[src/sv/bmmu_pkg.sv]
`timescale 1ns / 1ps
// ----------------------------------------------------------------------------
// Bank map unit package
// Shared types, request and bank codes, port numbers and page helpers.
// ----------------------------------------------------------------------------
package bmmu_pkg;

    // Page split of the 64K address space
    localparam int PAGE_COUNT = 8;
    localparam int PAGE_W     = $clog2(PAGE_COUNT);

    // Address ranges for the ROM overlays
    localparam int ROM_LAST   = 32'h5FFF;
    localparam int DISK_FIRST = 32'hE000;

    // Request kinds
    localparam logic [2:0] REQ_PORT  = 3'd0;
    localparam logic [2:0] REQ_READ  = 3'd1;
    localparam logic [2:0] REQ_FETCH = 3'd2;
    localparam logic [2:0] REQ_WRITE = 3'd3;
    localparam logic [2:0] REQ_VIDEO = 3'd4;

    // Port numbers
    localparam logic [7:0] PORT_BANK  = 8'h82;
    localparam logic [7:0] PORT_VIDEO = 8'h80;

    // Video plane codes
    localparam logic [1:0] PLANE_BLUE  = 2'd1;
    localparam logic [1:0] PLANE_GREEN = 2'd2;

    // Video bank bases
    localparam logic [15:0] BASE_BLUE      = 16'h0000;
    localparam logic [15:0] BASE_RED       = 16'h4000;
    localparam logic [15:0] BASE_GREEN     = 16'h8000;
    localparam logic [15:0] BASE_GREEN_ALT = 16'hC000;

    // Configuration register indexes
    localparam logic CFG_DISK_PRESENT = 1'b0;
    localparam logic CFG_DISK_DISABLE = 1'b1;

    typedef enum logic [1:0] {
        BANK_ROM  = 2'd0,
        BANK_USER = 2'd1,
        BANK_VID  = 2'd2,
        BANK_FOUR = 2'd3
    } t_bank;

    // One request item
    typedef struct packed {
        logic [2:0]  req_type;
        logic [15:0] address;
        logic [7:0]  data;
        logic [1:0]  plane;
        logic [7:0]  plane_step;
    } t_req;

    // Update strobes decoded from an item leaving the input stage
    typedef struct packed {
        logic       bank_wr;
        logic       video_wr;
        logic [7:0] data;
    } t_port_wr;

    // First address of a page
    function automatic int page_start(input int p);
        return (p * 65536 + PAGE_COUNT - 1) / PAGE_COUNT;
    endfunction

    function automatic logic is_rom_page(input int p);
        return page_start(p) <= ROM_LAST;
    endfunction

    function automatic logic is_disk_page(input int p);
        return page_start(p) >= DISK_FIRST;
    endfunction

    // Page index of a CPU address, clamped to the last page
    function automatic logic [PAGE_W-1:0] page_of(input logic [15:0] addr);
        logic [16+PAGE_W:0] prod;
        logic [PAGE_W:0]    pg;
        prod = 17'(addr) * (PAGE_W + 17)'(PAGE_COUNT);
        pg   = prod[16+PAGE_W:16];
        if (pg >= (PAGE_W + 1)'(PAGE_COUNT)) begin
            pg = (PAGE_W + 1)'(PAGE_COUNT - 1);
        end
        return pg[PAGE_W-1:0];
    endfunction

endpackage

[src/sv/banked_memory_map_unit.sv]
`timescale 1ns / 1ps
// ----------------------------------------------------------------------------
// Banked memory map unit
// Translates CPU memory accesses and video plane reads to a bank and an
// offset, and applies bank latch and video control port writes.
// ----------------------------------------------------------------------------
// Pipeline: input register, then result register; an item moves on into the
//   result register once that register is free or its result is taken, and
//   is then offered.
// Throughput: one item per cycle unless results stall; lookup and video add
//   sit between the two registers, and port writes update the maps as they
//   leave the input register, so the next item already sees them.
// Reset (synchronous, active low): empties both stages and restores the
//   power-on page maps, the video bits and the disk ROM settings.
// ----------------------------------------------------------------------------
module banked_memory_map_unit (
    input  logic        i_clk,
    input  logic        i_rst_n,
    // Input items
    input  logic        i_s_tvalid,
    output logic        o_s_tready,
    input  logic [39:0] i_s_tdata,   // address[15:0], data[23:16], plane[25:24],
                                     // plane_step[33:26], zero fill[39:34]
    input  logic [2:0]  i_s_tuser,   // req_type[2:0]
    // Result items
    output logic        o_m_tvalid,
    input  logic        i_m_tready,
    output logic [23:0] o_m_tdata,   // bank_select[1:0], bank_offset[17:2],
                                     // force_zero[18], zero fill[23:19]
    output logic        o_m_tuser,   // access_valid
    // Configuration writes
    input  logic        i_cfg_valid,
    output logic        o_cfg_ready,
    input  logic        i_cfg_index,
    input  logic        i_cfg_data
);

    logic               r_in_valid;
    bmmu_pkg::t_req     r_req;
    logic               r_out_valid;
    logic               r_out_access;
    bmmu_pkg::t_bank    r_out_bank;
    logic [15:0]        r_out_offset;
    logic               r_out_zero;
    logic               r_disk_present;
    logic               r_disk_disable;

    logic               advance;
    logic               fire;
    bmmu_pkg::t_port_wr port_wr;
    bmmu_pkg::t_bank    map_bank;
    logic [15:0]        vid_offset;
    logic               vid_zero;
    logic               n_access;
    bmmu_pkg::t_bank    n_bank;
    logic [15:0]        n_offset;
    logic               n_zero;

    // Handshake: input stage moves on when the result register frees up
    assign advance     = !r_out_valid || i_m_tready;
    assign fire        = r_in_valid && advance;
    assign o_s_tready  = !r_in_valid || advance;
    assign o_cfg_ready = 1'b1;

    // Input register
    always_ff @(posedge i_clk) begin
        if (!i_rst_n) begin
            r_in_valid <= 1'b0;
        end else if (o_s_tready) begin
            r_in_valid <= i_s_tvalid;
        end
    end

    always_ff @(posedge i_clk) begin
        if (o_s_tready && i_s_tvalid) begin
            r_req.req_type   <= i_s_tuser;
            r_req.address    <= i_s_tdata[15:0];
            r_req.data       <= i_s_tdata[23:16];
            r_req.plane      <= i_s_tdata[25:24];
            r_req.plane_step <= i_s_tdata[33:26];
        end
    end

    // Configuration registers
    always_ff @(posedge i_clk) begin
        if (!i_rst_n) begin
            r_disk_present <= 1'b1;
            r_disk_disable <= 1'b0;
        end else if (i_cfg_valid) begin
            case (i_cfg_index)
                bmmu_pkg::CFG_DISK_PRESENT: r_disk_present <= i_cfg_data;
                bmmu_pkg::CFG_DISK_DISABLE: r_disk_disable <= i_cfg_data;
                default: ;
            endcase
        end
    end

    // Port write decode for the item leaving the input stage
    always_comb begin
        port_wr.data     = r_req.data;
        port_wr.bank_wr  = fire && (r_req.req_type == bmmu_pkg::REQ_PORT)
                           && (r_req.address[7:0] == bmmu_pkg::PORT_BANK);
        port_wr.video_wr = fire && (r_req.req_type == bmmu_pkg::REQ_PORT)
                           && (r_req.address[7:0] == bmmu_pkg::PORT_VIDEO);
    end

    bmmu_bank_map u_bank_map (
        .i_clk          (i_clk),
        .i_rst_n        (i_rst_n),
        .i_port         (port_wr),
        .i_disk_present (r_disk_present),
        .i_disk_disable (r_disk_disable),
        .i_req          (r_req),
        .o_bank         (map_bank)
    );

    bmmu_video u_video (
        .i_clk        (i_clk),
        .i_rst_n      (i_rst_n),
        .i_port       (port_wr),
        .i_req        (r_req),
        .o_offset     (vid_offset),
        .o_force_zero (vid_zero)
    );

    // Result selection
    always_comb begin
        n_access = 1'b0;
        n_bank   = bmmu_pkg::BANK_ROM;
        n_offset = 16'h0000;
        n_zero   = 1'b0;
        case (r_req.req_type)
            bmmu_pkg::REQ_READ, bmmu_pkg::REQ_FETCH, bmmu_pkg::REQ_WRITE: begin
                n_access = 1'b1;
                n_bank   = map_bank;
                n_offset = r_req.address;
            end
            bmmu_pkg::REQ_VIDEO: begin
                n_access = 1'b1;
                n_bank   = bmmu_pkg::BANK_VID;
                n_offset = vid_offset;
                n_zero   = vid_zero;
            end
            default: ;
        endcase
    end

    // Result register
    always_ff @(posedge i_clk) begin
        if (!i_rst_n) begin
            r_out_valid <= 1'b0;
        end else if (advance) begin
            r_out_valid <= r_in_valid;
        end
    end

    always_ff @(posedge i_clk) begin
        if (fire) begin
            r_out_access <= n_access;
            r_out_bank   <= n_bank;
            r_out_offset <= n_offset;
            r_out_zero   <= n_zero;
        end
    end

    assign o_m_tvalid = r_out_valid;
    assign o_m_tuser  = r_out_access;
    assign o_m_tdata  = {5'b00000, r_out_zero, r_out_offset, r_out_bank};

    // Non-access results carry all zero fields
    a_port_zero: assert property (@(posedge i_clk) disable iff (!i_rst_n)
        (o_m_tvalid && !o_m_tuser) |-> (o_m_tdata == 24'h000000))
        else $error("non-access result with nonzero fields");

    // Blanking only ever flags a video bank result
    a_zero_vid: assert property (@(posedge i_clk) disable iff (!i_rst_n)
        (o_m_tvalid && o_m_tdata[18]) |-> (o_m_tdata[1:0] == bmmu_pkg::BANK_VID))
        else $error("force_zero on a non-video bank");

    // An accepted item always lands in the input stage
    a_in_load: assert property (@(posedge i_clk) disable iff (!i_rst_n)
        (i_s_tvalid && o_s_tready) |=> r_in_valid)
        else $error("accepted item lost at input stage");

    // A stalled result holds its fields until taken
    a_out_hold: assert property (@(posedge i_clk) disable iff (!i_rst_n)
        (o_m_tvalid && !i_m_tready) |=> (o_m_tvalid && $stable(o_m_tdata)))
        else $error("stalled result changed");

endmodule

[src/sv/bmmu_bank_map.sv]
`timescale 1ns / 1ps
// ----------------------------------------------------------------------------
// Bank map registers
// Holds the read, fetch and write bank of every page, applies latch writes
// and looks up the bank for a memory access.
// ----------------------------------------------------------------------------
module bmmu_bank_map (
    input  logic                i_clk,
    input  logic                i_rst_n,
    input  bmmu_pkg::t_port_wr  i_port,
    input  logic                i_disk_present,
    input  logic                i_disk_disable,
    input  bmmu_pkg::t_req      i_req,
    output bmmu_pkg::t_bank     o_bank
);

    bmmu_pkg::t_bank r_read  [bmmu_pkg::PAGE_COUNT];
    bmmu_pkg::t_bank r_fetch [bmmu_pkg::PAGE_COUNT];
    bmmu_pkg::t_bank r_write [bmmu_pkg::PAGE_COUNT];

    logic                      wr_hit;
    bmmu_pkg::t_bank           wr_bank;
    logic                      rf_hit;
    bmmu_pkg::t_bank           rd_bank;
    bmmu_pkg::t_bank           fe_bank;
    logic                      rom_on;
    logic                      disk_on;
    logic [bmmu_pkg::PAGE_W-1:0] page;

    // Whole-map values chosen by the latch byte
    always_comb begin
        wr_hit  = 1'b0;
        wr_bank = bmmu_pkg::BANK_USER;
        if (i_port.data[6]) begin
            wr_hit  = 1'b1;
            wr_bank = bmmu_pkg::BANK_VID;
        end
        if (!i_port.data[7]) begin
            wr_hit  = 1'b1;
            wr_bank = bmmu_pkg::BANK_USER;
        end
        if (i_port.data[4]) begin
            wr_hit  = 1'b1;
            wr_bank = bmmu_pkg::BANK_FOUR;
        end

        rf_hit  = 1'b1;
        rd_bank = bmmu_pkg::BANK_USER;
        fe_bank = bmmu_pkg::BANK_USER;
        case (i_port.data[2:1])
            2'b00: begin
                rd_bank = bmmu_pkg::BANK_USER;
                fe_bank = bmmu_pkg::BANK_USER;
            end
            2'b01: begin
                rd_bank = bmmu_pkg::BANK_VID;
                fe_bank = bmmu_pkg::BANK_USER;
            end
            2'b11: begin
                rd_bank = bmmu_pkg::BANK_VID;
                fe_bank = bmmu_pkg::BANK_VID;
            end
            default: begin
                rf_hit  = i_port.data[0];
                rd_bank = bmmu_pkg::BANK_FOUR;
                fe_bank = bmmu_pkg::BANK_FOUR;
            end
        endcase

        rom_on  = !i_port.data[3];
        disk_on = rom_on && i_disk_present && !i_disk_disable;
    end

    // Per-page map registers
    for (genvar p = 0; p < bmmu_pkg::PAGE_COUNT; p++) begin : g_page
        localparam logic ROM_PG  = bmmu_pkg::is_rom_page(p);
        localparam logic DISK_PG = bmmu_pkg::is_disk_page(p);

        always_ff @(posedge i_clk) begin
            if (!i_rst_n) begin
                r_read[p]  <= ROM_PG ? bmmu_pkg::BANK_ROM : bmmu_pkg::BANK_USER;
                r_fetch[p] <= ROM_PG ? bmmu_pkg::BANK_ROM : bmmu_pkg::BANK_USER;
                r_write[p] <= bmmu_pkg::BANK_USER;
            end else if (i_port.bank_wr) begin
                if (wr_hit) begin
                    r_write[p] <= wr_bank;
                end
                if ((rom_on && ROM_PG) || (disk_on && DISK_PG)) begin
                    r_read[p]  <= bmmu_pkg::BANK_ROM;
                    r_fetch[p] <= bmmu_pkg::BANK_ROM;
                end else if (rf_hit) begin
                    r_read[p]  <= rd_bank;
                    r_fetch[p] <= fe_bank;
                end
            end
        end
    end

    // Lookup for the item in the input stage
    assign page = bmmu_pkg::page_of(i_req.address);

    always_comb begin
        case (i_req.req_type)
            bmmu_pkg::REQ_READ:  o_bank = r_read[page];
            bmmu_pkg::REQ_FETCH: o_bank = r_fetch[page];
            bmmu_pkg::REQ_WRITE: o_bank = r_write[page];
            default:             o_bank = bmmu_pkg::BANK_VID;
        endcase
    end

endmodule

[src/sv/bmmu_video.sv]
`timescale 1ns / 1ps
// ----------------------------------------------------------------------------
// Video plane translation
// Holds the alternate green and blanking bits and maps a plane read to an
// offset inside the video bank.
// ----------------------------------------------------------------------------
module bmmu_video (
    input  logic               i_clk,
    input  logic               i_rst_n,
    input  bmmu_pkg::t_port_wr i_port,
    input  bmmu_pkg::t_req     i_req,
    output logic [15:0]        o_offset,
    output logic               o_force_zero
);

    logic        r_alt_green;
    logic        r_planes_shown;
    logic [15:0] base;
    logic [15:0] off;

    // Port 0x80 bits
    always_ff @(posedge i_clk) begin
        if (!i_rst_n) begin
            r_alt_green    <= 1'b0;
            r_planes_shown <= 1'b1;
        end else if (i_port.video_wr) begin
            r_alt_green    <= i_port.data[4];
            r_planes_shown <= !i_port.data[5];
        end
    end

    // Plane base; code 3 falls back to red
    always_comb begin
        case (i_req.plane)
            bmmu_pkg::PLANE_BLUE:  base = bmmu_pkg::BASE_BLUE;
            bmmu_pkg::PLANE_GREEN: base = r_alt_green ? bmmu_pkg::BASE_GREEN_ALT
                                                      : bmmu_pkg::BASE_GREEN;
            default:               base = bmmu_pkg::BASE_RED;
        endcase
    end

    // Offset wrapped to 16K, then stepped, then rebased (wraps at 64K)
    assign off          = {2'b00, i_req.address[13:0]} + {8'h00, i_req.plane_step};
    assign o_offset     = base + off;
    assign o_force_zero = !r_planes_shown;

endmodule

[config.mk]
export PLATFORM = sky130hd
export DESIGN_NAME = banked_memory_map_unit
export DESIGN_NICKNAME = d
export VERILOG_FILES = /design/src/sv/bmmu_pkg.sv /design/src/sv/banked_memory_map_unit.sv /design/src/sv/bmmu_bank_map.sv /design/src/sv/bmmu_video.sv
export SDC_FILE = /design/constraint.sdc
export NUM_CORES = 1
export LEC_CHECK = 0
export ABC_CLOCK_PERIOD_IN_PS = 3500
export BUFFER_PORTS_ARGS = -buffer_cell sky130_fd_sc_hd__buf_2
export CAP_MARGIN = 0
export CORE_UTILIZATION = 45
export CTS_CLUSTER_DIAMETER = 200
export DETAILED_ROUTE_END_ITERATION = 8
export PLACE_DENSITY = 0.68
export SYNTH_ARGS = -nofsm -noshare
export SYNTH_HDL_FRONTEND = slang
export SYNTH_SLANG_ARGS = --single-unit
[constraint.sdc]
create_clock -name i_clk -period 3.5 [get_ports i_clk]
set_clock_uncertainty 0.15 [all_clocks]
set_input_delay 0.7 -clock i_clk [delete_from_list [all_inputs] [get_ports i_clk]]
set_output_delay 0.7 -clock i_clk [all_outputs]
set_load 0.05 [all_outputs]
**Word level (Yosys, flattened, before mapping)**

Memories as Yosys holds them, arrays and structs flattened.
Index checks and enable logic that the tools add are counted.

- Add/sub/neg operators: 2
- Order comparisons: 1
- Eq/ne operators: 10
- $mul: 0
- Multiplexer cells: 73
- Bitwise gates (word level): 33
- Shift operators: 0
- Reductions and logical operators: 24
- Div/mod/pow operators: 0

Operators with widths:

| operator | number |
|---|---|
| $mux W2 | 35 |
| $pmux W16 S2 | 2 |
| $or A1 B1 Y1 | 32 |
| $mux W1 | 30 |
| $add A16 B16 Y16 | 1 |
| $eq A8 B8 Y1 const B | 2 |
| $add A14 B8 Y15 | 1 |
| $mux W15 | 1 |
| $pmux W2 S2 | 3 |
| $logic_and A1 B1 Y1 | 7 |
| $eq A3 B2 Y1 const B | 2 |
| $logic_not A1 Y1 | 6 |
| $pmux W2 S3 | 1 |
| $reduce_or A3 Y1 | 2 |
| $eq A2 B1 Y1 const B | 2 |
| $eq A2 B2 Y1 const B | 2 |
| $ge A3 B4 Y1 const B | 1 |
| $reduce_and A2 Y1 | 2 |
| $reduce_or A2 Y1 | 2 |
| $reduce_or A4 Y1 | 1 |
| $eq A3 B1 Y1 const B | 1 |
| $eq A3 B3 Y1 const B | 1 |
| $logic_not A3 Y1 | 1 |
| $mux W3 | 1 |
| other kinds (3) | 4 |

- Memories: 3
- Latch bits: 0
- RAM bits: 48
- Register bits after elaboration: 63
- Word-level logic and storage cells: 161
- Input port bits: 50
- Memory bits (read-only): 0

Memory list:

| name | words | bits a word | read ports | clocked after memory_dff | write ports | line | text |
|---|---|---|---|---|---|---|---|
| u_bank_map.r_fetch | 8 | 2 | 1 | 0 | 8 | bmmu_bank_map.sv:18 | `bmmu_pkg::t_bank r_fetch [bmmu_pkg::PAGE_COUNT];` |
| u_bank_map.r_read | 8 | 2 | 1 | 0 | 8 | bmmu_bank_map.sv:17 | `bmmu_pkg::t_bank r_read [bmmu_pkg::PAGE_COUNT];` |
| u_bank_map.r_write | 8 | 2 | 1 | 0 | 8 | bmmu_bank_map.sv:19 | `bmmu_pkg::t_bank r_write [bmmu_pkg::PAGE_COUNT];` |

**Longest topological paths before layout**

- Depth in word-level cells: 10
- Gate-level depth with buffers: 10
- Mapped depth without buffers: 10

**By module**

Synthesis repeated with hierarchy kept, for this count alone.

- Cell total of the unflattened synthesis: 273
- Area, all modules: 3629.7 um^2

By module, submodules not included:

| module | seq. area each (um^2) | cells each | area an instance (um^2) | times used |
|---|---|---|---|---|
| banked_memory_map_unit | 1791.7 | 116 | 2198.4 | 1 |
| bmmu_bank_map | 420.4 | 77 | 797.0 | 1 |
| bmmu_video | 40.0 | 80 | 634.4 | 1 |

**Least setup slack after synthesis**

No wires, ideal clock.

- Path type: input port to flip-flop
- Start point: in i_m_tready
- End point: mem u_bank_map.r_fetch[2][0] (netlist bit), enable pin
- Path buffers: 0
- Stages on the path: 5
- Data arrival time: 2.485 ns
- Required time: 2.989 ns
- Slack: 0.503 ns
- Cells stage by stage: nor2b_1 nor2b_1 and2_1 nand3_1 o21ai_0

RTL lines:

| item | line | text |
|---|---|---|
| from (decl) | banked_memory_map_unit.sv:27 | `input logic i_m_tready,` |
| to (decl) | bmmu_bank_map.sv:18 |  |

**Worst setup path after layout**

- Start point: reg r_req[19] (netlist bit)
- End point: reg r_out_offset[14] (data pin)

- Longest elaborated chain between the ends: 3

Ends and longest elaborated chain:

| item | line | text |
|---|---|---|
| from (decl) | banked_memory_map_unit.sv:39 | `bmmu_pkg::t_req r_req;` |
| $add A14 B8 Y15 | bmmu_video.sv:43 | `assign off = {2'b00, i_req.address[13:0]} + {8'h00, i_req.plane_step};` |
| $add A16 B16 Y16 | bmmu_video.sv:44 | `assign o_offset = base + off;` |
| $pmux W16 S2 | banked_memory_map_unit.sv:132 | `case (r_req.req_type)` |
| to (signal assigned) | banked_memory_map_unit.sv:161 | `r_out_offset <= n_offset;` |
| to (decl) | banked_memory_map_unit.sv:43 | `logic [15:0] r_out_offset;` |

No other way between the ends.
A chain may end at the register's enable or synchronous reset.

==> results.sh <==
export IMPL_clk_pin_slew_ns=0.08
export IMPL_r2r_end="r_out_offset[14]"
export IMPL_grt_pass1_wl_um=10700
export IMPL_worstPathMaxFanout=6
export IMPL_grt_use_met1=0.223
export IMPL_avgSynthCellArea_sq_um=12.3
export IMPL_wl_per_cell_um=14.2
export IMPL_finalMaxSlewViolations=0
export IMPL_drt_pass1_iterations=4
export IMPL_post_synth_inst_count=293
export IMPL_use_met3=0.0377
export IMPL_path_class="reg2reg"
export IMPL_placed_cell_area_sq_um=4000
export IMPL_initial_core_util=0.466
export IMPL_ys_seq_area_frac=0.626
export IMPL_worstSetupStartpoint="r_req[19]"
export IMPL_power_density_nw_per_um2=501
export IMPL_cts_root_buf="clkbuf_8"
export IMPL_drtIter0Drc=174
export IMPL_met2_usage=0.271
export IMPL_via_count=2459
export IMPL_r2r_start="r_req[19]"
export IMPL_design_die_area_sq_um=8360
export IMPL_yosys_warnings=0
export IMPL_rows=32
export IMPL_drcViolationCount=0
export IMPL_synth_top_cells_by_area="edfxtp_1 (59%), dfxtp_1 (3.3%), nand2_1 (3.3%)"
export IMPL_cts_resized=0
export IMPL_overflow=0
export IMPL_synth_most_common_cell="edfxtp_1"
export IMPL_r2r_slack_ns=0.72
export IMPL_diodes=0
export IMPL_place_ws_ns=0.731
export IMPL_tightestPinTransition_ns=0.589
export IMPL_die_w_um=91.4
export IMPL_clock_latency_ns=0.35
export IMPL_cap_violations=0
export IMPL_power_leakage_uw=0.00161
export IMPL_cp_data_required_time_ns=3.43
export IMPL_finalWorstSetupSlack_ns=0.717
export IMPL_yosys_area_top_type="edfxtp_1"
export IMPL_hpwl_um=4810
export IMPL_synth_ff_type="edfxtp_1"
export IMPL_period_share=0.795
export IMPL_timing_final_crit_period_ns=2.78
export IMPL_tritoncts="yes"
export IMPL_outcome="completed"
export IMPL_cts_hold_buf=0
export IMPL_synth_seq_cells=77
export IMPL_antenna_found_initial=0
export IMPL_grt_usage=0.170
export IMPL_cpPeakStageDelay_ns=0.48
export IMPL_fin_area_sq_um=4240
export IMPL_routed_via_density=5.25
export IMPL_grt_pass1_vias=2237
export IMPL_htree_levels=3
export IMPL_relSlewSlack=0.603
export IMPL_postCtsSetupBuffers=0
export IMPL_postRouteAntennaNets=0
export IMPL_crit_arrival_ns=2.71
export IMPL_core_area_sq_um=7730
export IMPL_cp_common_cell="o21ai_0"
export IMPL_synth_cell_types=49
export IMPL_reg2regPathDepth=9
export IMPL_fin_setup_tns_ns=0
export IMPL_end_kind="register"
export IMPL_numCtsBuffers=9
export IMPL_synth_commonest_cells="edfxtp_1 (71), nand2_1 (32), o21ai_0 (21)"
export IMPL_cp_cell_sequence="inv_1, fa_1, nand2b_1, a21oi_1, o21ai_0, nor2_1, ha_1, nand3_1, o21ai_0"
export IMPL_peakVddDrop_mv=0.281
export IMPL_grt_setup_unrepaired="no"
export IMPL_grt_most_used_layer="met2"
export IMPL_final_hold_violation_count=0
export IMPL_yosysTopAreaCellShare=0.592
export IMPL_grt_start_max_net_pins=38
export IMPL_portBuffers=65
export IMPL_hold_path_depth=2
export IMPL_area_delta_synth_final_pct=17.7
export IMPL_cp_slowest_cell="edfxtp_1"
export IMPL_synthesis_area_sq_um=3600
export IMPL_gp_congestion=0.869
export IMPL_cp_start_kind="register"
export IMPL_async_flop_share=0
export IMPL_setup_viol_count_final=0
export IMPL_cp_endpoint="r_out_offset[14]"
export IMPL_min_path_type="reg2reg"
export IMPL_fin_nets=421
export IMPL_io_pin_count=78
export IMPL_cts_sinks=77
export IMPL_fmax_mhz=359
export IMPL_die_h_um=91.4
export IMPL_layout_drive_gt1_share=0.260
export IMPL_totalWireLength_um=6660
export IMPL_clock_path_buffers=2
export IMPL_synth_edff_count=71
## layout by cell type (no fill, tap or decap), types with 5 or more instances in the layout
cell       n
and2_1     6
nand3_1    8
xor2_1     9
buf_2     65
inv_1      7
o21ai_0   21
a21oi_1   18
edfxtp_1  71
nand2b_1   5
o22ai_1    8
ha_1       9
dfxtp_1    6
nand2_1   32
nor2_1    16
clkbuf_8   9
nor2b_1    7
conb_1     6
## cell families after synthesis
family	after synthesis	share of synthesized area
compound gates	64	0.105
simple gates	102	0.156
flops	77	0.626
mux	4	0.0111
xor+xnor	12	0.0292
fa+ha+maj	10	0.0369
other cells	2	0.00209
buf+inv	22	0.0334
## metrics by stage
step / hold slack [ns] / power (uW) / utilization / std cells
2_1_floorplan: 0.285 / 1290 / - / 297
3_3_place_gp: 0.298 / 1350 / 0.517 / 452
3_5_place_dp: 0.310 / 1360 / 0.517 / 452
4_1_cts: 0.325 / 2140 / 0.548 / 468
5_1_grt: 0.336 / 2200 / 0.548 / 468
6_report: 0.321 / 2120 / 0.548 / 468
## worst max-delay path, delay by kind of cell, from the launching register on
family | cells | cell delay, ns
compound gates | 3 | 0.62
fa+ha+maj | 2 | 0.69
buf+inv | 1 | 0.16
flops | 1 | 0.48
simple gates | 3 | 0.42
## worst min path at each step
stage / startpoint / end
after floorplan: r_disk_present / r_disk_present
after detailed placement: r_disk_disable / r_disk_disable
after global routing: r_disk_disable / r_disk_disable
after CTS: r_disk_disable / r_disk_disable
final: r_disk_disable / r_disk_disable
after global placement: r_disk_disable / r_disk_disable
## flip-flops by register name, summed over array words and instances (netlist names), 2 cells and up
name                flops
r_out_offset           16
u_bank_map.r_read       6
r_req                  29
r_out_bank              2
port_wr                 8
u_bank_map.r_fetch      6
u_bank_map.r_write      2
## per-layer routing
metal | part of all wire | vias to the layer above
met5 | 0 | -
met4 | 0.016 | 0
met3 | 0.057 | 11
met1 | 0.45 | 1154
li1 | - | 1212
met2 | 0.47 | 82
## power breakdown
part / switching, uW / leakage (uW) / internal (uW)
clock network: 314 / 0.000113 / 469
registers: 31.0 / 0.000730 / 1060
logic: 168 / 0.000766 / 83.4
total: 513 / 0.00161 / 1610
## layout make-up
class	instances	area, sq um
Tap cell	102	128
Fill cell	653	3490
Clock buffer	9	124
Multi-Input combinational cell	198	1240
Clock inverter	7	114
Inverter	7	26.3
Timing Repair Buffer	68	348
Sequential cell	77	2250
No activity file was read; power rests on OpenSTA's default activity.
